[src/rtl/core/lswc_pkg.sv]
// Shared types, constants and helper functions of the LED-strip window compositor.
package lswc_pkg;

  localparam int NUM_W           = 9;
  localparam int IDX_W           = 8;
  localparam int COLOR_W         = 8;
  localparam int RGB_W           = 3 * COLOR_W;
  localparam int MAX_PIXELS_DEF  = 256;
  localparam int NUM_RESET       = 256;
  localparam int QUEUE_DEPTH_DEF = 4;
  localparam int SETTLE_W        = 3;
  localparam int SETTLE_CYCLES   = 4;

  typedef enum logic [1:0] {
    OP_CLEAR  = 2'd0,
    OP_WINDOW = 2'd1,
    OP_MERGE  = 2'd2,
    OP_READ   = 2'd3
  } lswc_op_e;

  typedef enum logic [1:0] {
    KIND_CLEAR,
    KIND_MERGE,
    KIND_READ
  } lswc_kind_e;

  typedef enum logic [1:0] {
    ST_INIT,
    ST_IDLE,
    ST_EXEC,
    ST_CLEAR
  } lswc_state_e;

  typedef struct packed {
    logic [1:0]         opcode;
    logic [IDX_W-1:0]   pixel_index;
    logic [COLOR_W-1:0] red;
    logic [COLOR_W-1:0] green;
    logic [COLOR_W-1:0] blue;
    logic [IDX_W-1:0]   seg_offset;
    logic [IDX_W-1:0]   window_start;
    logic [NUM_W-1:0]   window_length;
    logic               upward;
    logic               or_mode;
  } lswc_in_t;

  typedef struct packed {
    logic [COLOR_W-1:0] read_red;
    logic [COLOR_W-1:0] read_green;
    logic [COLOR_W-1:0] read_blue;
  } lswc_out_t;

  // Work item handed from the front end to the back end.
  typedef struct packed {
    lswc_kind_e       kind;
    logic             upward;
    logic             or_mode;
    logic             in_range;
    logic [NUM_W-1:0] pos;
    logic [NUM_W-1:0] base;
    logic [RGB_W-1:0] rgb;
  } lswc_cmd_t;

  typedef struct packed {
    logic init_busy;
  } lswc_back_stat_t;

  // (a + b) mod n for a, b below n.
  function automatic logic [NUM_W-1:0] mod_add(input logic [NUM_W-1:0] a,
                                               input logic [NUM_W-1:0] b,
                                               input logic [NUM_W-1:0] n);
    logic [NUM_W:0] s;
    s = {1'b0, a} + {1'b0, b};
    if (s >= {1'b0, n}) begin
      s = s - {1'b0, n};
    end
    return s[NUM_W-1:0];
  endfunction

  // (a - b) mod n for a, b below n.
  function automatic logic [NUM_W-1:0] mod_sub(input logic [NUM_W-1:0] a,
                                               input logic [NUM_W-1:0] b,
                                               input logic [NUM_W-1:0] n);
    logic [NUM_W-1:0] r;
    if (a >= b) begin
      r = a - b;
    end else begin
      r = a + (n - b);
    end
    return r;
  endfunction

  function automatic logic [NUM_W-1:0] sat_index(input logic [NUM_W-1:0] v,
                                                 input logic [NUM_W-1:0] n);
    logic [NUM_W-1:0] top;
    top = n - NUM_W'(1);
    return (v > top) ? top : v;
  endfunction

  function automatic logic [NUM_W-1:0] sat_length(input logic [NUM_W-1:0] v,
                                                  input logic [NUM_W-1:0] n);
    logic [NUM_W-1:0] r;
    if (v == '0) begin
      r = NUM_W'(1);
    end else if (v > n) begin
      r = n;
    end else begin
      r = v;
    end
    return r;
  endfunction

endpackage

[src/rtl/core/lswc_front.sv]
// Front end: strip length register, track window, and classification of input items.
module lswc_front #(
  parameter int MAX_PIXELS = lswc_pkg::MAX_PIXELS_DEF
) (
  input  logic                          clk_i,
  input  logic                          rst_ni,
  input  logic                          cfg_valid_i,
  output logic                          cfg_ready_o,
  input  logic [lswc_pkg::NUM_W-1:0]    cfg_data_i,
  input  logic                          push_i,
  output logic                          full_o,
  input  lswc_pkg::lswc_in_t            in_data_i,
  input  logic                          q_full_i,
  input  lswc_pkg::lswc_back_stat_t     stat_i,
  output logic                          q_push_o,
  output lswc_pkg::lswc_cmd_t           q_cmd_o,
  output logic [lswc_pkg::NUM_W-1:0]    n_o
);
  import lswc_pkg::*;

  localparam int NUM_MAX = (1 << NUM_W) - 1;
  localparam int NCAP    = (MAX_PIXELS > NUM_MAX) ? NUM_MAX : MAX_PIXELS;
  localparam int NRST    = (MAX_PIXELS < NUM_RESET) ? MAX_PIXELS : NUM_RESET;

  logic [NUM_W-1:0]    num_q, n_q, n_d;
  logic [NUM_W-1:0]    win_off_q, win_start_q, win_len_q;
  logic                win_up_q, win_or_q;
  logic [NUM_W-1:0]    off_c_q, start_c_q, len_c_q;
  logic [NUM_W-1:0]    pixstart_q, pixend_q;
  logic [SETTLE_W-1:0] settle_q, settle_d;

  logic             accept, cfg_write, win_write, want_push;
  logic [NUM_W-1:0] idx9, k;
  logic             idx_ok, in_win;
  lswc_cmd_t        cmd;

  // Derived window values settle through a short register chain; the input
  // stays full until they are consistent with the latest window or length.
  assign cfg_ready_o = 1'b1;
  assign cfg_write   = cfg_valid_i & cfg_ready_o;
  assign full_o      = q_full_i | stat_i.init_busy | cfg_valid_i | (settle_q != '0);
  assign accept      = push_i & ~full_o;
  assign win_write   = accept && (in_data_i.opcode == OP_WINDOW);
  assign n_o         = n_q;

  always_comb begin
    if (num_q == '0) begin
      n_d = NUM_W'(1);
    end else if (num_q > NUM_W'(NCAP)) begin
      n_d = NUM_W'(NCAP);
    end else begin
      n_d = num_q;
    end
  end

  always_comb begin
    settle_d = settle_q;
    if (cfg_write || win_write) begin
      settle_d = SETTLE_W'(SETTLE_CYCLES);
    end else if (settle_q != '0) begin
      settle_d = settle_q - SETTLE_W'(1);
    end
  end

  always_comb begin
    idx9   = {{(NUM_W - IDX_W){1'b0}}, in_data_i.pixel_index};
    idx_ok = (idx9 < n_q);
    k      = mod_sub(idx9, start_c_q, n_q);
    in_win = idx_ok && (k < len_c_q);

    cmd          = '0;
    cmd.kind     = KIND_MERGE;
    cmd.upward   = win_up_q;
    cmd.or_mode  = win_or_q;
    cmd.in_range = idx_ok;
    cmd.pos      = k;
    cmd.base     = win_up_q ? pixstart_q : pixend_q;
    cmd.rgb      = {in_data_i.red, in_data_i.green, in_data_i.blue};
    want_push    = 1'b0;
    case (in_data_i.opcode)
      OP_CLEAR: begin
        cmd.kind  = KIND_CLEAR;
        want_push = 1'b1;
      end
      OP_MERGE: begin
        want_push = in_win;
      end
      OP_READ: begin
        cmd.kind  = KIND_READ;
        cmd.pos   = idx9;
        want_push = 1'b1;
      end
      default: begin
        want_push = 1'b0;
      end
    endcase
  end

  assign q_push_o = accept & want_push;
  assign q_cmd_o  = cmd;

  always_ff @(posedge clk_i or negedge rst_ni) begin
    if (!rst_ni) begin
      num_q       <= NUM_W'(NRST);
      n_q         <= NUM_W'(NRST);
      win_off_q   <= '0;
      win_start_q <= '0;
      win_len_q   <= NUM_W'(NRST);
      win_up_q    <= 1'b1;
      win_or_q    <= 1'b1;
      off_c_q     <= '0;
      start_c_q   <= '0;
      len_c_q     <= NUM_W'(NRST);
      pixstart_q  <= '0;
      pixend_q    <= '0;
      settle_q    <= SETTLE_W'(SETTLE_CYCLES);
    end else begin
      if (cfg_write) begin
        num_q <= cfg_data_i;
      end
      if (win_write) begin
        win_off_q   <= sat_index({{(NUM_W - IDX_W){1'b0}}, in_data_i.seg_offset}, n_q);
        win_start_q <= sat_index({{(NUM_W - IDX_W){1'b0}}, in_data_i.window_start}, n_q);
        win_len_q   <= sat_length(in_data_i.window_length, n_q);
        win_up_q    <= in_data_i.upward;
        win_or_q    <= in_data_i.or_mode;
      end
      n_q        <= n_d;
      off_c_q    <= sat_index(win_off_q, n_q);
      start_c_q  <= sat_index(win_start_q, n_q);
      len_c_q    <= sat_length(win_len_q, n_q);
      pixstart_q <= mod_add(off_c_q, start_c_q, n_q);
      pixend_q   <= mod_add(pixstart_q, len_c_q - NUM_W'(1), n_q);
      settle_q   <= settle_d;
    end
  end

endmodule

[config.mk]
export PLATFORM = sky130hd
export DESIGN_NAME = lswc_front
export DESIGN_NICKNAME = d
export VERILOG_FILES = /design/src/rtl/core/lswc_pkg.sv /design/src/rtl/core/lswc_front.sv
export SDC_FILE = /design/constraint.sdc
export NUM_CORES = 1
export LEC_CHECK = 0
export BUFFER_PORTS_ARGS = -buffer_cell sky130_fd_sc_hd__buf_2
export CAP_MARGIN = 25
export CELL_PAD_IN_SITES_DETAIL_PLACEMENT = 0
export CELL_PAD_IN_SITES_GLOBAL_PLACEMENT = 1
export CORE_MARGIN = 4
export CORE_UTILIZATION = 35
export CTS_CLUSTER_SIZE = 16
export DETAILED_ROUTE_END_ITERATION = 8
export PLACE_DENSITY_LB_ADDON = 0.1
export SLEW_MARGIN = 20
export SYNTH_ARGS = -nofsm -noshare
export SYNTH_HDL_FRONTEND = slang
export SYNTH_SLANG_ARGS = --single-unit
[constraint.sdc]
create_clock -name clk_i -period 12.17 [get_ports clk_i]
set_input_delay 3.0425 -clock clk_i [delete_from_list [all_inputs] [get_ports clk_i]]
set_output_delay 3.0425 -clock clk_i [all_outputs]
set_load 0.02 [all_outputs]
# [After elaboration in Yosys (flattened, before gate mapping)]
# Cells that the tools add are included.
[op_classes] n_div=0 n_bitwise=6 shift=0 n_reduce_logical=10 multipliers=0 order_cmp=12 n_eq_ne=3 muxes=19 addsub=10
[ops] op="$mux 9" count=15
[ops] op="$gt 9x9->1" count=4
[ops] op="$logic_not 9->1" count=3
[ops] op="$sub 9x9->9" count=3
[ops] op="$add 9x9->10" count=2
[ops] op="$ge 10x9->1" count=2
[ops] op="$gt 8x9->1" count=2
[ops] op="$sub 9x1->9 const B" count=2
[ops] op="$add 8x9->9" count=1
[ops] op="$ge 8x9->1" count=1
[ops] op="$gt 9x9->1 const B" count=1
[ops] op="$lt 8x9->1" count=1
[ops] op="$lt 9x9->1" count=1
[ops] op="$sub 8x9->9" count=1
[ops] op="$mux 3" count=2
[ops] op="$eq 2x2->1 const B" count=2
[ops] op="$pmux 2 s2" count=1
[ops] op="$or 1x1->1" count=3
[ops] op="$reduce_bool 3->1" count=1
[ops] op="$sub 3x1->3 const B" count=1
[ops] op="$and 1x1->1" count=2
[ops] op="$eq 2x1->1 const B" count=1
[ops] op="$logic_and 1x1->1" count=2
[ops] op="$logic_not 2->1" count=1
[ops] op="5 further kinds" count=5
[totals] ff_bits=95 latchBits=0 wordCells=73 output_inout_bits=59 mem_count=0 input_bits=76 rom_bits=0 ram_bits=0

# [Longest topological paths before layout]
[logic_depth] depth_word=8 mapped_depth=18 ltp_nobuf=18

# [Least setup slack after synthesis]
# No wires, ideal clock.
[synth_path] path_type="input -> output" from="input in_data_i[53] (netlist bit)" to="output q_push_o" t_required_ns=9.127 path_slack_ns=3.169 t_arrival_ns=5.959 path_stages=16 path_buffers=0 cell_sequence="inv_1 fa_1 inv_1 ha_1 nor2b_1 o31a_1 o31a_1 nor3_1 mux2_2 ha_1 a21oi_1 nor2b_1 o21ai_0 nand4b_1 a21oi_1 a32o_1"
[synth_via] elab_chain_cells=6 elab_cells_between_ends=9 cone_classes="add/sub (2); order compare (3); mux (2); bitwise (1); reduce/logical (1)"
[synth_lines] element="start: declaration" line_no="lswc_front.sv:12" rtl="input lswc_pkg::lswc_in_t in_data_i,"
[synth_lines] element="$add 8x9->9, or another cell as far along" line_no="lswc_pkg.sv:88" rtl="r = a + (n - b);"
[synth_lines] element="$mux 9" line_no="lswc_pkg.sv:85" rtl="if (a >= b) begin"
[synth_lines] element="$lt 9x9->1" line_no="lswc_front.sv:69" rtl="in_win = idx_ok && (k < len_c_q);"
[synth_lines] element="$logic_and 1x1->1 (*)" line_no="lswc_front.sv:69"
[synth_lines] element="$pmux 1 s2 (*)" line_no="lswc_front.sv:80" rtl="case (in_data_i.opcode)"
[synth_lines] element="$and 1x1->1 (*)" line_no="lswc_front.sv:99" rtl="assign q_push_o = accept & want_push;"
[synth_lines] element="end: declaration" line_no="lswc_front.sv:15" rtl="output logic q_push_o,"
# Mark *: on every way between the ends. The rest lies on a longest branch, timed or not.

# [Final worst setup path]
# Ends and elaborated chain as after synthesis.

==> run summary <==
Most common flop cell mapped by yosys = dfrtp_1
Crit share post-route = 78.5%
Root Buffer = clkbuf_16
Number of flops mapped to enable cells by yosys = 0
# rows = 57
CTS clk-pin slew, worst paths = 0.08 ns
Detailed placement HPWL = 20300 microns
Critical Path Max Stage Delay = 0.53 ns
Largest family of logic cells by synthesized area = adder cells
Via-to-Cell Ratio = 5.22
Post-CTS setup buffers = 0
Vias in the first global route = 7096
Top cells by area, synth = dfrtp_1, ha_1, mux2_2
Slew Limit Fails = 0
Antenna violations before repair = 0
MaxCap Viol Count = 0
Flop2flop setup slack = 7.29 ns
Synth unique cells = 69
Sequential cell area fraction in the yosys report = 27.7%
Critical R2R Launch = n_o[0]$_DFF_PN0_
CP required = 9.13 ns
Crit path from = in_data_i[53]
CP max stage cell = fa_1
Worst path top cell family by delay = compound AO/OA/AOI/OAI gates
Antenna Nets Post-Route = 0
Overflow after GRT = 0
Post-synthesis compound-gate area fraction = 15.5%
Chip Width = 165 microns
Least-Margin Pin Slew = 0.979 ns
Tmin final = 9.55 ns
Worst Path Buf+Inv = 4
Arrival time at the worst endpoint = 6.51 ns
Ant diodes = 0
Drt first-iter violations = 348
GRT Total Usage = 19.4%
WL final = 25600 microns
Final nets = 1203
Port Buf Inserts = 85
Finished Layout Cells = 1315
Post-Synthesis Cells = 920
Die height = 165 microns
Placed cell count = 1299
Yosys top cell by area = dfrtp_1
Final Hold Fails = 0
RePlAce Congestion = 0.851
Mapped cell area = 0.00862 sq mm
Synth Area in Simple Gates = 13.2%
WL/cell = 19.5 microns
Total CTS buffers = 9
Residual DRC = 0
Post-Route Setup TNS = 0 ns
Most instantiated cells after synthesis = ha_1, dfrtp_1, inv_1, nand2_1, mux2_2
Maximum vdd ir drop = 0.0882 mV
Startpoint types = input port
RSZ-0062 raised after global routing = false
Largest net degree at the start of global routing = 64
Xor and xnor fraction of the mapped netlist area = 4.89%
Ports = 135
Syn Nets = 1137
Critical-path cell list = buf_2, inv_1, fa_1, inv_1, ha_1, nor2b_1, o31a_1, o31a_1, nor3_1, mux2_2, ha_1, a21oi_1, nor2b_1, o21ai_0, nand4b_1, a21oi_1, a32o_1, buf_2
Cts repair resizes = 0
WP depth = 18
First drt pass iteration count = 6
FMAX = 105 MHz
Worst reg2reg path endpoint = win_start_q[3]$_DFFE_PN0P_
Starting Density = 35.5%
Area grow syn2layout = 10.8%
Multiplexer area fraction after synthesis = 10.3%
Synth Warn # = 0
Synth Register Bits = 95
Crit path capture type = primary output
Final setup viols = 0
Largest fanout on the critical path = 5
Post-synth top area share = 25.5%
Ratio of total power to cell area = 213 mW/mm^2
Max clock buf depth = 2
Core area = 0.0242 sq mm
Share of layout cells above drive strength 1 = 19.1%
Syn avg cell area = 9.37 sq um
Fill count = 2516
Clk Latency, worst-skew pair = 0.36 ns
CTS tree = built
FFs w/ async S/R, synth = 100%
Critical path type = input port to primary output
Global-route wire length before repair = 40400 microns
CP endpoint = q_push_o
Hold buffer count at cts = 0
Area share of fa/ha/maj cells after synthesis = 21.6%
Most common cell in the netlist = ha_1
Slew HR = 34.7%
Hold Path Class = flop to flop
Die Area = 0.0272 sq mm
Via count = 6858
Worst clock skew = 0.0169 ns
Status = finished, final reports clean
Leakage power = 4.64 nW
Worst R2R Path Depth = 14
# clock sinks = 95
H-tree levels = 3
[cell type report]
| cell class | instances | area [sq um] | share of cell area, % |
|---|---|---|---|
| Clock inverter | 6 | 56.3 | 0.589 |
| Inverter | 87 | 327 | 3.42 |
| Sequential cell | 95 | 2390 | 25.0 |
| Multi-Input combinational cell | 699 | 5640 | 59.1 |
| Clock buffer | 10 | 239 | 2.50 |
| Tap cell | 324 | 405 | 4.24 |
| Timing Repair Buffer | 94 | 495 | 5.19 |
[cells in the final DEF (no fill, tap or decap), types with 7 or more instances in the layout]
| cell type | instances |
|---|---|
| fa_1 | 13 |
| mux2i_1 | 22 |
| inv_1 | 86 |
| dfstp_2 | 7 |
| a21o_1 | 16 |
| nor3_1 | 20 |
| xor2_1 | 14 |
| nand4_1 | 13 |
| nand3_1 | 22 |
| nand2b_1 | 9 |
| o21ai_0 | 52 |
| clkbuf_16 | 9 |
| buf_4 | 10 |
| o21a_1 | 13 |
| a21oi_1 | 41 |
| ha_1 | 128 |
| nor2_1 | 47 |
| nor4_1 | 10 |
| mux2_2 | 59 |
| xnor2_1 | 31 |
| nand2_1 | 62 |
| nor2b_1 | 21 |
| buf_2 | 84 |
| a211oi_1 | 13 |
| dfrtp_1 | 88 |
[stage by stage]
step	cell area (sq um)	worst slack, ns	util (%)	hold slack, ns	power [mW]
after global placement	9250	2.63	38.1	0.430	1.76
after floorplan	8620	3.17	-	0.439	1.43
after global routing	9550	2.41	39.4	0.463	2.22
after detailed placement	9260	2.62	38.2	0.426	1.75
final	9550	2.62	39.4	0.445	2.03
after CTS	9550	2.61	39.4	0.446	2.05
[worst register-to-register path, stage by stage (launching register included)]
cell,delay (ns)
dfrtp_1,0.36
buf_4,0.21
inv_1,0.54
ha_1,0.31
or4b_4,0.49
nor2_1,0.13
xnor2_1,0.33
inv_1,0.29
ha_1,0.38
nand3_1,0.09
or2_2,0.31
o221a_2,0.26
nor3_2,0.68
mux2i_1,0.26
o21ai_0,0.09
[sequential cells by signal (all words and copies together), names as in the netlist]
signal	count
n_o	9
settle_q	3
len_c_q	9
pixend_q	9
off_c_q	9
win_off_q	9
win_len_q	9
win_up_q	1
win_or_q	1
pixstart_q	9
start_c_q	9
win_start_q	9
num_q	9
[logic make-up after synthesis]
| family | count (synthesis) |
|---|---|
| xor+xnor | 46 |
| buf+inv | 126 |
| other cells | 1 |
| mux | 81 |
| compound gates | 202 |
| fa+ha+maj | 141 |
| flops | 95 |
| simple gates | 228 |
[power breakdown]
group          switching (mW)  leakage [nW]  total [mW]  internal (mW)
clock network           0.135         0.146       0.282          0.148
logic                   0.708          3.28        1.29          0.580
registers              0.0651          1.22       0.460          0.395
total                   0.908          4.64        2.03           1.12
[routing by layer]
metal	track usage [%]	vias up	routed length (microns)
li1	-	3421	-
met1	27.4	3267	12600
met2	30.4	138	11300
met3	3.49	32	1150
met4	5.67	0	592
met5	0	-	0
[worst min path at each step]
stage	slack, ns	startpoint	endpoint	cells after the start
floorplan	0.44	win_or_q$_DFFE_PN1P_	win_or_q$_DFFE_PN1P_	2
global placement	0.43	num_q[8]$_DFFE_PN1P_	n_o[8]$_DFF_PN1_	0
detailed placement	0.43	num_q[8]$_DFFE_PN1P_	n_o[8]$_DFF_PN1_	0
CTS	0.45	num_q[8]$_DFFE_PN1P_	n_o[8]$_DFF_PN1_	0
global route	0.46	num_q[8]$_DFFE_PN1P_	n_o[8]$_DFF_PN1_	0
finish	0.44	num_q[8]$_DFFE_PN1P_	n_o[8]$_DFF_PN1_	0
Note: power is estimated with default switching activity, not from simulation.
