**src/rtl/core/lswc_pkg.sv**
```systemverilog
// Shared types, constants and helper functions of the LED-strip window compositor.
package lswc_pkg;

  localparam int NUM_W           = 9;
  localparam int IDX_W           = 8;
  localparam int COLOR_W         = 8;
  localparam int RGB_W           = 3 * COLOR_W;
  localparam int MAX_PIXELS_DEF  = 256;
  localparam int NUM_RESET       = 256;
  localparam int QUEUE_DEPTH_DEF = 4;
  localparam int SETTLE_W        = 3;
  localparam int SETTLE_CYCLES   = 4;

  typedef enum logic [1:0] {
    OP_CLEAR  = 2'd0,
    OP_WINDOW = 2'd1,
    OP_MERGE  = 2'd2,
    OP_READ   = 2'd3
  } lswc_op_e;

  typedef enum logic [1:0] {
    KIND_CLEAR,
    KIND_MERGE,
    KIND_READ
  } lswc_kind_e;

  typedef enum logic [1:0] {
    ST_INIT,
    ST_IDLE,
    ST_EXEC,
    ST_CLEAR
  } lswc_state_e;

  typedef struct packed {
    logic [1:0]         opcode;
    logic [IDX_W-1:0]   pixel_index;
    logic [COLOR_W-1:0] red;
    logic [COLOR_W-1:0] green;
    logic [COLOR_W-1:0] blue;
    logic [IDX_W-1:0]   seg_offset;
    logic [IDX_W-1:0]   window_start;
    logic [NUM_W-1:0]   window_length;
    logic               upward;
    logic               or_mode;
  } lswc_in_t;

  typedef struct packed {
    logic [COLOR_W-1:0] read_red;
    logic [COLOR_W-1:0] read_green;
    logic [COLOR_W-1:0] read_blue;
  } lswc_out_t;

  // Work item handed from the front end to the back end.
  typedef struct packed {
    lswc_kind_e       kind;
    logic             upward;
    logic             or_mode;
    logic             in_range;
    logic [NUM_W-1:0] pos;
    logic [NUM_W-1:0] base;
    logic [RGB_W-1:0] rgb;
  } lswc_cmd_t;

  typedef struct packed {
    logic init_busy;
  } lswc_back_stat_t;

  // (a + b) mod n for a, b below n.
  function automatic logic [NUM_W-1:0] mod_add(input logic [NUM_W-1:0] a,
                                               input logic [NUM_W-1:0] b,
                                               input logic [NUM_W-1:0] n);
    logic [NUM_W:0] s;
    s = {1'b0, a} + {1'b0, b};
    if (s >= {1'b0, n}) begin
      s = s - {1'b0, n};
    end
    return s[NUM_W-1:0];
  endfunction

  // (a - b) mod n for a, b below n.
  function automatic logic [NUM_W-1:0] mod_sub(input logic [NUM_W-1:0] a,
                                               input logic [NUM_W-1:0] b,
                                               input logic [NUM_W-1:0] n);
    logic [NUM_W-1:0] r;
    if (a >= b) begin
      r = a - b;
    end else begin
      r = a + (n - b);
    end
    return r;
  endfunction

  function automatic logic [NUM_W-1:0] sat_index(input logic [NUM_W-1:0] v,
                                                 input logic [NUM_W-1:0] n);
    logic [NUM_W-1:0] top;
    top = n - NUM_W'(1);
    return (v > top) ? top : v;
  endfunction

  function automatic logic [NUM_W-1:0] sat_length(input logic [NUM_W-1:0] v,
                                                  input logic [NUM_W-1:0] n);
    logic [NUM_W-1:0] r;
    if (v == '0) begin
      r = NUM_W'(1);
    end else if (v > n) begin
      r = n;
    end else begin
      r = v;
    end
    return r;
  endfunction

endpackage

```
**src/rtl/core/lswc_queue.sv**
```systemverilog
// Small command queue between the front end and the back end.
module lswc_queue #(
  parameter int DEPTH = lswc_pkg::QUEUE_DEPTH_DEF
) (
  input  logic                clk_i,
  input  logic                rst_ni,
  input  logic                push_i,
  input  lswc_pkg::lswc_cmd_t data_i,
  output logic                full_o,
  input  logic                pop_i,
  output lswc_pkg::lswc_cmd_t data_o,
  output logic                empty_o
);
  import lswc_pkg::*;

  localparam int PW = (DEPTH > 1) ? $clog2(DEPTH) : 1;
  localparam int CW = $clog2(DEPTH + 1);

  lswc_cmd_t       mem_q [DEPTH];
  logic [PW-1:0]   wr_ptr_q, wr_ptr_d;
  logic [PW-1:0]   rd_ptr_q, rd_ptr_d;
  logic [CW-1:0]   count_q, count_d;
  logic            do_push, do_pop;

  assign full_o  = (count_q == CW'(DEPTH));
  assign empty_o = (count_q == '0);
  assign do_push = push_i & ~full_o;
  assign do_pop  = pop_i & ~empty_o;
  assign data_o  = mem_q[rd_ptr_q];

  always_comb begin
    wr_ptr_d = wr_ptr_q;
    rd_ptr_d = rd_ptr_q;
    count_d  = count_q;
    if (do_push) begin
      wr_ptr_d = (wr_ptr_q == PW'(DEPTH - 1)) ? '0 : wr_ptr_q + PW'(1);
    end
    if (do_pop) begin
      rd_ptr_d = (rd_ptr_q == PW'(DEPTH - 1)) ? '0 : rd_ptr_q + PW'(1);
    end
    if (do_push && !do_pop) begin
      count_d = count_q + CW'(1);
    end else if (do_pop && !do_push) begin
      count_d = count_q - CW'(1);
    end
  end

  always_ff @(posedge clk_i) begin
    if (do_push) begin
      mem_q[wr_ptr_q] <= data_i;
    end
  end

  always_ff @(posedge clk_i or negedge rst_ni) begin
    if (!rst_ni) begin
      wr_ptr_q <= '0;
      rd_ptr_q <= '0;
      count_q  <= '0;
    end else begin
      wr_ptr_q <= wr_ptr_d;
      rd_ptr_q <= rd_ptr_d;
      count_q  <= count_d;
    end
  end

endmodule

```
**config.mk**
```make
export PLATFORM = sky130hd
export DESIGN_NAME = lswc_queue
export DESIGN_NICKNAME = d
export VERILOG_FILES = /design/src/rtl/core/lswc_pkg.sv /design/src/rtl/core/lswc_queue.sv
export SDC_FILE = /design/constraint.sdc
export NUM_CORES = 1
export LEC_CHECK = 0
export BUFFER_PORTS_ARGS = -buffer_cell sky130_fd_sc_hd__buf_2
export CAP_MARGIN = 10
export CORE_ASPECT_RATIO = 2
export CORE_MARGIN = 8
export CORE_UTILIZATION = 57
export CTS_CLUSTER_DIAMETER = 200
export DETAILED_ROUTE_END_ITERATION = 10
export GPL_TIMING_DRIVEN = 0
export MAX_ROUTING_LAYER = met4
export PLACE_DENSITY = 0.84
export SYNTH_ARGS = -nofsm -noshare
export SYNTH_HDL_FRONTEND = slang
export SYNTH_SLANG_ARGS = --single-unit
```
**constraint.sdc**
```tcl
create_clock -name clk_i -period 2.58 [get_ports clk_i]
set_input_delay 0.387 -clock clk_i [delete_from_list [all_inputs] [get_ports clk_i]]
set_output_delay 0.387 -clock clk_i [all_outputs]
set_load 0.03 [all_outputs]
```
After elaboration in Yosys (flattened, before gate mapping)
Memory sizes are Yosys's and may differ from the RTL's. Index checks and enable logic that the tools add are counted. W data, S select, Z words.

RAM bits: 188. Bits of input ports: 51. Memories: 1. Logic and storage cells: 27. Register bits: 7.

Memories: mem_q (words 4, width 47, read ports 1, clocked after Yosys merged registers in 0, wr ports 1, line lswc_queue.sv:19) `lswc_cmd_t mem_q [DEPTH];`.

Bitwise logic cells: 4. Reductions and logical operators: 6. Multiplexer cells: 6. $add $sub $neg: 4. Eq/ne operators: 3.

Operators with widths (number): $mux W3 (2); $add A2 B1 Y2 const B (2); $eq A2 B2 Y1 const B (2); $mux W2 (2); $add A3 B1 Y3 const B (1); $eq A3 B3 Y1 const B (1); $logic_not A3 Y1 (1); $sub A3 B1 Y3 const B (1); $and A1 B1 Y1 (2); $logic_and A1 B1 Y1 (2); $logic_not A1 Y1 (2); $mux W1 (2); $not A1 Y1 (2); $reduce_bool A2 Y1 (1).

Longest topological paths before layout
Gate-level depths: netlist of run 1.

Word-level depth: 7. Mapped depth: 9. Mapped depth without buffers: 8.

Worst setup path before layout of run 1
No wires, ideal clock.

Kind: reg2reg. Start: register count_q[2]. End: memory mem_q[0][0] in the netlist's numbering (enable). Library setup time: 0.409 ns. Arrival time: 2.039 ns. Stages on the path, launching flop included: 5. Data required time: 2.171 ns. Path slack: 0.131 ns. Path through: dfrtp_1 > nor3b_2 > nor2b_1 > buf_2 > and2_1.

Cells in the longest elaborated chain, start to end: 5.

Ends and longest elaborated chain: start, declared (line lswc_queue.sv:22) `logic [CW-1:0] count_q, count_d;`; start signal, assigned (line lswc_queue.sv:62) `count_q <= count_d;`; $eq A3 B3 Y1 (line lswc_queue.sv:25) `assign full_o = (count_q == CW'(DEPTH));`; via full_o (line lswc_queue.sv:9) `output logic full_o,`; $not A1 Y1 (line lswc_queue.sv:27) `assign do_push = push_i & ~full_o;`; $and A1 B1 Y1 (line lswc_queue.sv:27); via do_push (line lswc_queue.sv:23) `logic do_push, do_pop;`; $mux W1 (line lswc_queue.sv:49) `if (do_push) begin`; $mux W1 (not written as such) (line lswc_queue.sv:50) `mem_q[wr_ptr_q] <= data_i;`; end, declared (line lswc_queue.sv:19).

The timed path passes the listed nets, and every way through them passes these cells.

==> results.yml, run 1 <==
run_status:
  status: "finished, final reports clean"
final_layout:
  design_area_um2: 8600
  fin_cells: 570
  drive_gt1_frac: 0.471
  final_cell_mix: "188 x edfxtp_1, 103 x buf_2, 45 x mux4_2, 17 x clkbuf_16, 7 x dfrtp_1"
  layout_commonest_cell: "edfxtp_1"
  syn2layout_area_growth_pct: 18.6
  fin_nets: 464
critical_path:
  crit_path_max_fanout: 10
  rr_endpoint: "count_q[2]"
  worstRegToRegCells: 7
  path_cells: "buf_2 -> buf_2 -> mux4_2 -> buf_2"
  critPathKind: "reg2out"
  cp_data_required_time_ps: 2190
  r2r_start: "count_q[0]"
  slowest_delay_ps: 390
  rrSetupSlack_ps: 380
  cpMaxStageDelayCell: "dfrtp_1"
  start_kind: "flip-flop"
  path_common_cell: "buf_2"
  worstSetupEndpointType: "primary output"
  crit_arrival_ps: 1990
cts:
  cts.clk_slew.worst_paths_ps: 70
  cts_tree: "built"
  clk_path_buf_depth: 2
  htreeDepth: 4
  clkSinkCount: 195
  clk_latency_ps: 420
  cts-buffers-inserted: 17
  cts_root_buf: "clkbuf_16"
  ctsResizeCount: 0
placed_design:
  dp.cells: 536
  dp_hpwl_mm: 8.74
  numPortBuffers: 99
  placed_area_um2: 8020
  gp_congestion: 0.661
power:
  fin_total_pwr_mw: 10.6
  cellPowerDensity_nw_per_um2: 1240
  leakagePower_nw: 3.00
  ir_drop_mv: 0.835
logic_synthesis:
  synth.area.top_cells: "edfxtp_1 78%, mux4_2 14%, dfrtp_1 2.4%, ha_1 1.0%, mux4_1 0.73%"
  syn-cell-area_um2: 7250
  syn-instance-count: 283
  synth-seq-cells: 195
  ys.warnings.count: 0
  synth_cell_types: 23
  yosysSeqAreaShare: 0.803
  syn_nets: 341
  syn_avg_cell_area_um2: 25.6
  synth_top_area_share: 0.779
  yosys.area.top_type: "edfxtp_1"
floorplanning:
  start_util: 0.581
  dieArea_um2: 16800
  core_area_um2: 12500
  die_width_um: 95.7
  ioPinCount: 100
  die_h_um: 175
  core.rowCount: 58
grt:
  grt_pass1_vias: 3573
  grt_start_max_net_pins: 33
  grt_pass1_wl_mm: 19.7
  track_usage: 0.168
  antenna_found_initial: 2
  grt.overflow.total: 0
timing:
  fin_skew_ps: 8.07
  min_period_over_period: 0.923
  setup_viol: 0
  whs_ps: 176
  worst_pin_slew_ps: 757
  clock.fmax_mhz: 420
  min_period_ps: 2380
  slew_viol_final: 0
  setup_tns_ps: 0
  rsz0062_at_grt: "false"
  relSlewSlack: 0.495
  hold_viol: 0
min_path:
  min_path_cells: 1
  min_path_type: "in2reg"
  hp-start: "data_i[26]"
  min_to: "mem_q[1][26]"
drt:
  drtAntennaViolNets: 0
  drc: 0
  routed_wirelength_mm: 12.8
  vias: 3194
  drtPass1Iterations: 4
  drt_iter0_markers: 158
  vias_per_cell: 5.60
  routedWlPerCell_um: 22.4
flow_run:
  drv_cap: 0
[cells in the mapped netlist, drive strengths merged]
master  number
nor2b        1
edfxtp     188
and2         4
buf         10
nor3         2
clkbuf       2
mux2         4
xor2         2
xnor2        1
a21o         1
mux4        47
inv          3
nor2         2
fa           1
nor3b        1
ha           6
o31ai        1
dfrtp        7
[layer usage]
layer	track usage	wire length, µm	share of wire
met1	0.172	4350	0.34
met2	0.292	7470	0.58
met3	0.0402	668	0.052
met4	0.0768	301	0.024
met5	-	0	0
[state kept, by name, summed over array words and instances (netlist names)]
register  count
rd_ptr_q      2
mem_q       188
count_q       3
wr_ptr_q      2
[how the worst max path moves through the flow]
| stage | from | to | slack [ps] | depth (start not counted) |
|---|---|---|---|---|
| floorplan | count_q[2] | mem_q[0][0] | 130 | 4 |
| global placement | count_q[2] | mem_q[1][4] | -610 | 4 |
| detailed placement | count_q[0] | count_q[2] | 380 | 7 |
| CTS | rd_ptr_q[1] | data_o[11] | 150 | 4 |
| global route | rd_ptr_q[1] | data_o[11] | 90 | 4 |
| finish | rd_ptr_q[1] | data_o[11] | 200 | 4 |
[worst max-delay path: cells and delay by family (launching register included)]
family	cells	cell delay, ps
flops	1	390
buf+inv	3	800
mux	1	390
[timing repair]
| item | 4_1_cts | 5_1_grt |
|---|---|---|
| hold buffers | 1 | 0 |
| buffers inserted | 0 | 0 |
| endpoints found under the hold margin | 7 | 0 |
| endpoints found under the setup margin | 0 | 0 |
[report_power, final]
part	total [mW]	internal, mW	switching (mW)
logic	3.74	1.43	2.31
registers	4.38	4.18	0.191
clock network	2.51	1.36	1.15
[kinds of logic (layout without fill, tap and decap cells)]
| logic type | after synthesis | after routing | synth area share |
|---|---|---|---|
| mux | 51 | 51 | 0.153 |
| buf+inv | 15 | 150 | 0.0155 |
| other cells | 0 | 2 | 0 |
| simple gates | 10 | 10 | 0.00846 |
| flops | 195 | 195 | 0.803 |
| compound gates | 2 | 2 | 0.00276 |
| xor+xnor | 3 | 3 | 0.00363 |
| fa+ha+maj | 7 | 7 | 0.0131 |
[area by class of cell]
| class | count | area [µm²] |
|---|---|---|
| Buffer | 12 | 101 |
| Timing Repair Buffer | 104 | 586 |
| Antenna cell | 2 | 5.00 |
| Clock buffer | 17 | 425 |
| Sequential cell | 195 | 5820 |
| Inverter | 3 | 11.3 |
| Clock inverter | 14 | 143 |
| Fill cell | 799 | 3880 |
| Tap cell | 150 | 188 |
| Multi-Input combinational cell | 73 | 1320 |
[through the flow]
| step | setup slack [ps] | util |
|---|---|---|
| 3_3_place_gp | -606 | 0.635 |
| 5_1_grt | 89.0 | 0.689 |
| 3_5_place_dp | 384 | 0.642 |
| 4_1_cts | 152 | 0.688 |
| 6_report | 200 | 0.689 |
| 2_1_floorplan | 131 | - |
No activity file was read; power rests on OpenSTA's default activity.
==> run 2: changes to the inputs <==
Settings changed: ABC_AREA from default to 1, CORE_UTILIZATION 57 to 58, PLACE_DENSITY 0.84 to 0.85.
==> run 2 against run 1 <==
  * Critical path depth unchanged
  * Worst setup slack better by 84 ps
  * Non-clock buffer count grew 19
  * Total power grew 15%
  * Core utilization increased by 0.53 points
  * Area after synthesis rose by 13%
  * Global-route usage up 4.1 points
  * Flip-flop and latch count did not move
  * Largest power group is now combinational cells
  * Wire length up 41%
==> results.yml, run 2 <==
logic_synthesis:
  synth_cell_types: 19
  synth_top_area_share: 0.688
  synth-seq-cells: 195
  syn-instance-count: 609
  synth_common_cells: "188 x edfxtp_1, 156 x nand2_1, 107 x inv_1"
  synth_edf_count: 188
  syn_avg_cell_area_um2: 13.5
  synth.area.top_cells: "edfxtp_1 69%, o211ai_2 7.9%, nand2_1 7.1%, inv_1 4.9%, o211ai_1 3.8%"
  syn-cell-area_um2: 8210
  ys_async_sr_fraction: 0.0359
  yosysSeqAreaShare: 0.709
  yosys.area.top_type: "edfxtp_1"
  ys.flop_type: "edfxtp_1"
  syn_nets: 667
  synth.most_common_cell: "edfxtp_1"
  ys.warnings.count: 0
final_layout:
  final_cell_mix: "188 x edfxtp_1, 156 x nand2_1, 110 x buf_2, 107 x inv_1, 52 x o211ai_2"
  layout_commonest_cell: "edfxtp_1"
  reg_top3: "mem_q: 188 flops, count_q: 3 flops"
  design_area_um2: 9640
  fin_nets: 790
  fill_cells: 955
  largest_reg_flops: 188
  largest_register: "mem_q"
  drive_gt1_frac: 0.296
  utilization: 0.694
  syn2layout_area_growth_pct: 17.5
  fin_cells: 935
grt:
  track_usage: 0.209
  grt_pass1_wl_mm: 28.1
  grt_start_max_net_pins: 29
  antenna_found_initial: 2
  grt.overflow.total: 0
  grt_pass1_vias: 5358
placed_design:
  dp.cells: 901
  gp_congestion: 0.770
  dp_hpwl_mm: 12.2
  placed_area_um2: 9050
  numPortBuffers: 99
drt:
  routed_wirelength_mm: 18.0
  routedWlPerCell_um: 19.3
  vias_per_cell: 5.36
  drc: 0
  drtAntennaViolNets: 0
  vias: 5011
  drt_iter0_markers: 303
  drtPass1Iterations: 5
timing:
  clock.fmax_mhz: 435
  rsz0062_at_grt: "false"
  worst_pin_slew_ps: 793
  whs_ps: 172
  relSlewSlack: 0.470
  setup_viol: 0
  min_period_ps: 2300
  fin_skew_ps: 7.64
  hold_viol: 0
  slew_viol_final: 0
  min_period_over_period: 0.890
power:
  ir_drop_mv: 0.774
  cellPowerDensity_nw_per_um2: 1260
  leakagePower_nw: 3.97
cts:
  clk_latency_ps: 420
  ctsResizeCount: 0
  clk_path_buf_depth: 2
  clkSinkCount: 195
  cts_root_buf: "clkbuf_16"
  cts_hold_buf: 1
  cts-buffers-inserted: 17
  cts.clk_slew.worst_paths_ps: 70
  htreeDepth: 4
  cts_tree: "built"
  postCtsSetupBuffers: 0
critical_path:
  cp_data_required_time_ps: 2190
  crit_arrival_ps: 1910
  critPathKind: "reg2out"
  start_kind: "flip-flop"
  worstSetupEndpointType: "primary output"
  crit_path_max_fanout: 10
flow_run:
  drv_cap: 0
run_status:
  status: "finished, final reports clean"
floorplanning:
  die_h_um: 184
  start_util: 0.591
  core_area_um2: 13900
  core.rowCount: 61
  die_width_um: 100
  dieArea_um2: 18400
  ioPinCount: 100
min_path:
  min_path_type: "in2reg"
==> run 2: path summary, 6_finish.rpt <==
check / startpoint / endpoint / slack (ps) / depth (start not counted)
max in group asynchronous: rst_ni / wr_ptr_q[0] / 2070 / 2
min in group asynchronous: rst_ni / count_q[0] / 340 / 2
worst max register to register: count_q[1] / mem_q[3][9] / 330 / 5
worst max-delay path: rd_ptr_q[1] / data_o[1] / 280 / 4
worst min register to register: count_q[2] / count_q[2] / 540 / 2
worst min-delay path: data_i[25] / mem_q[3][25] / 170 / 1
==> run 2: power breakdown <==
part           total, mW  internal [mW]  leakage (nW)  switching [mW]
combinational       5.23           1.59          1.89            3.65
clock               2.57           1.44         0.276            1.14
sequential          4.39           4.16          1.81           0.225
total               12.2           7.19          3.97            5.01
==> run 2: stage by stage <==
step	total power [mW]	setup slack, ps	setup TNS (ps)
after floorplan	8.05	-564	-106000
after global placement	9.44	-2060	-376750
after detailed placement	9.70	326	0
after CTS	12.3	248	0
after global routing	12.8	126	0
final	12.2	284	0
==> run 2: per-layer routing <==
layer	GRT usage	share of wire	wire length (µm)	up-vias
li1	-	-	-	2345
met1	0.210	0.37	6590	2476
met2	0.377	0.57	10200	160
met3	0.0404	0.043	781	30
met4	0.0994	0.026	463	0
met5	-	0	0	-
==> run 2: logic make-up after synthesis <==
family | after synthesis | share of synthesized area
compound gates | 95 | 0.118
xor+xnor | 1 | 0.00107
fa+ha+maj | 7 | 0.0116
buf+inv | 141 | 0.0808
flops | 195 | 0.709
simple gates | 170 | 0.0791
==> run 2: area by class of cell <==
type / count / area [µm²] / area share
Buffer: 31 / 250 / 0.0260
Clock inverter: 14 / 153 / 0.0158
Inverter: 110 / 413 / 0.0428
Multi-Input combinational cell: 273 / 1750 / 0.182
Tap cell: 189 / 236 / 0.0245
Antenna cell: 2 / 5.00 / 0.000519
Sequential cell: 195 / 5820 / 0.604
Timing Repair Buffer: 104 / 586 / 0.0607
Clock buffer: 17 / 425 / 0.0441
==> run 2: worst max-delay path, stage by stage, from the launching register on <==
cell and delay, ps:
dfrtp_1 470, clkbuf_1 470, o211ai_1 210, nand2_1 130, buf_2 200
==> run 3: changes to the inputs <==
Settings changed: CELL_PAD_IN_SITES_DETAIL_PLACEMENT from default to 1, CELL_PAD_IN_SITES_GLOBAL_PLACEMENT from default to 1, CORE_ASPECT_RATIO 2 to 1.4, CORE_UTILIZATION 58 to 47, PLACE_DENSITY 0.85 to 0.84.
==> run 3 against run 2 <==
  * Core utilization is 13 points lower
  * Via count increased by 0.94%
  * Final area is 0.34% higher
  * Clock skew increased by 0.81 ps
  * Worst setup slack got worse by 110 ps
  * Total power is essentially flat
  * Clock power shrank 4%
  * Sequential power about the same
  * Count of clock-buffer cells in the layout increased by 1
  * Sequential share of layout area shrank 0.20 points
  * Worst hold slack worse by 8.4 ps
  * Critical path type is now reg2reg
  * Largest power group unchanged
==> results.yml, run 3 (synthesis gave the netlist of run 2 again) <==
run_status:
  status: "finished, final reports clean"
cts:
  cts.clk_slew.worst_paths_ps: 70
  htreeDepth: 4
  clk_path_buf_depth: 2
  cts-buffers-inserted: 17
  ctsResizeCount: 0
  clkSinkCount: 195
  cts_tree: "built"
  cts_hold_buf: 1
  clk_latency_ps: 430
  cts_root_buf: "clkbuf_16"
  postCtsSetupBuffers: 0
drt:
  drtAntennaViolNets: 0
  routed_wirelength_mm: 20.7
  drtPass1Iterations: 4
  vias: 5058
  routedWlPerCell_um: 21.0
  drc: 0
  drt_iter0_markers: 320
  vias_per_cell: 5.13
critical_path:
  rrSetupSlack_ps: 170
  start_kind: "flip-flop"
  r2r_start: "count_q[0]"
  crit_arrival_ps: 2540
  cp_data_required_time_ps: 2710
  crit_path_max_fanout: 27
  critPathKind: "reg2reg"
  worstRegToRegCells: 5
  worstSetupEndpointType: "flip-flop"
  rr_endpoint: "mem_q[3][11]"
power:
  leakagePower_nw: 3.95
  cellPowerDensity_nw_per_um2: 1260
  p_int_mw: 7.08
  swShare: 0.420
  ir_drop_mv: 0.678
  p_seq_frac: 0.361
  netSwitchingPower_mw: 5.12
  clockPowerShare: 0.204
  power_frac_comb: 0.436
  fin_total_pwr_mw: 12.2
final_layout:
  utilization: 0.561
  drive_gt1_frac: 0.294
  syn2layout_area_growth_pct: 17.9
  reg_top3: "mem_q: 188 flops, count_q: 3 flops"
  design_area_um2: 9680
  largest_register: "mem_q"
  final_cell_mix: "188 x edfxtp_1, 156 x nand2_1, 110 x buf_2, 107 x inv_1, 52 x o211ai_2"
  layout_commonest_cell: "edfxtp_1"
  fin_nets: 790
  largest_reg_flops: 188
timing:
  min_period_ps: 2410
  rsz0062_at_grt: "false"
  relSlewSlack: 0.367
  setup_viol: 0
  finalWorstSetupSlack_ps: 174
  min_period_over_period: 0.933
  hold_viol: 0
  slew_viol_final: 0
  setup_tns_ps: 0
  worst_pin_slew_ps: 948
  clock.fmax_mhz: 416
  fin_skew_ps: 8.45
min_path:
  min_path_cells: 1
  min_to: "mem_q[2][5]"
  hp-start: "data_i[5]"
  min_path_type: "in2reg"
placed_design:
  placed_area_um2: 9110
  pre_cts_slack_ps: 163
  dp_hpwl_mm: 13.9
  numPortBuffers: 99
  gp_congestion: 0.715
floorplanning:
  ioPinCount: 100
  core_area_um2: 17300
  die_width_um: 128
  dieArea_um2: 22000
  die_h_um: 172
  start_util: 0.476
  core.rowCount: 57
grt:
  grt_start_max_net_pins: 28
  antenna_found_initial: 5
  grt_pass1_wl_mm: 32.0
  track_usage: 0.203
  grt.overflow.total: 0
  grt_pass1_vias: 5786
flow_run:
  drv_cap: 0
==> run 3: changes by cell type in the layout (fill, tap and decap cells not counted) <==
cell        delta
bufinv_16      -1
clkinv_4       -1
clkinv_2       +3
inv_6          -5
diode_2        +3
inv_8          +1
clkinv_1       +1
clkinvlp_4     +2
clkbuf_1       +1
==> run 3: stage by stage <==
| stage | instances | hold slack (ps) |
|---|---|---|
| floorplan | 609 | 91.4 |
| global placement | 944 | 225 |
| detailed placement | 948 | 235 |
| CTS | 981 | 145 |
| global route | 986 | 147 |
| finish | 986 | 164 |
==> run 3: worst max-delay path by stage <==
stage,startpoint,to,slack [ps],depth (start not counted)
6_report,count_q[0],mem_q[3][11],170,5
5_1_grt,count_q[0],mem_q[3][11],10,5
4_1_cts,count_q[0],mem_q[3][14],130,5
3_5_place_dp,count_q[0],mem_q[3][7],160,5
3_3_place_gp,count_q[0],mem_q[0][8],-2190,4
2_1_floorplan,count_q[0],mem_q[0][0],-560,4
==> run 3: power groups by stage <==
stage | registers [mW] | logic (mW) | clock network, mW
2_1_floorplan | 4.43 | 3.63 | 0
3_3_place_gp | 4.48 | 5.06 | 0
3_5_place_dp | 4.47 | 5.39 | 0
4_1_cts | 4.41 | 5.44 | 2.51
5_1_grt | 4.45 | 5.75 | 2.63
6_report | 4.40 | 5.31 | 2.48
==> run 3: layout make-up <==
| type | instances | area [µm²] |
|---|---|---|
| well taps | 236 | 295 |
| inverters | 110 | 413 |
| clock inverters | 14 | 115 |
| multi-input cells | 273 | 1750 |
| plain buffers | 31 | 250 |
| repair buffers | 104 | 586 |
| flip-flops and latches | 195 | 5820 |
| clock buffers | 18 | 429 |
| fillers | 1760 | 7580 |
| diodes | 5 | 12.5 |
==> run 3: critical path: stages, from the launching register on <==
cell	delay, ps
dfrtp_1	440
inv_2	60
nand3_1	140
nand2_1	320
nor2_4	820
buf_12	280
==> run 3: layer usage <==
layer | global-route usage | vias to the layer above | routed length, µm
li1 | - | 2358 | -
met3 | 0.0451 | 28 | 723
met2 | 0.381 | 113 | 11800
met4 | 0.0902 | 0 | 401
met5 | - | - | 0
met1 | 0.196 | 2559 | 7740
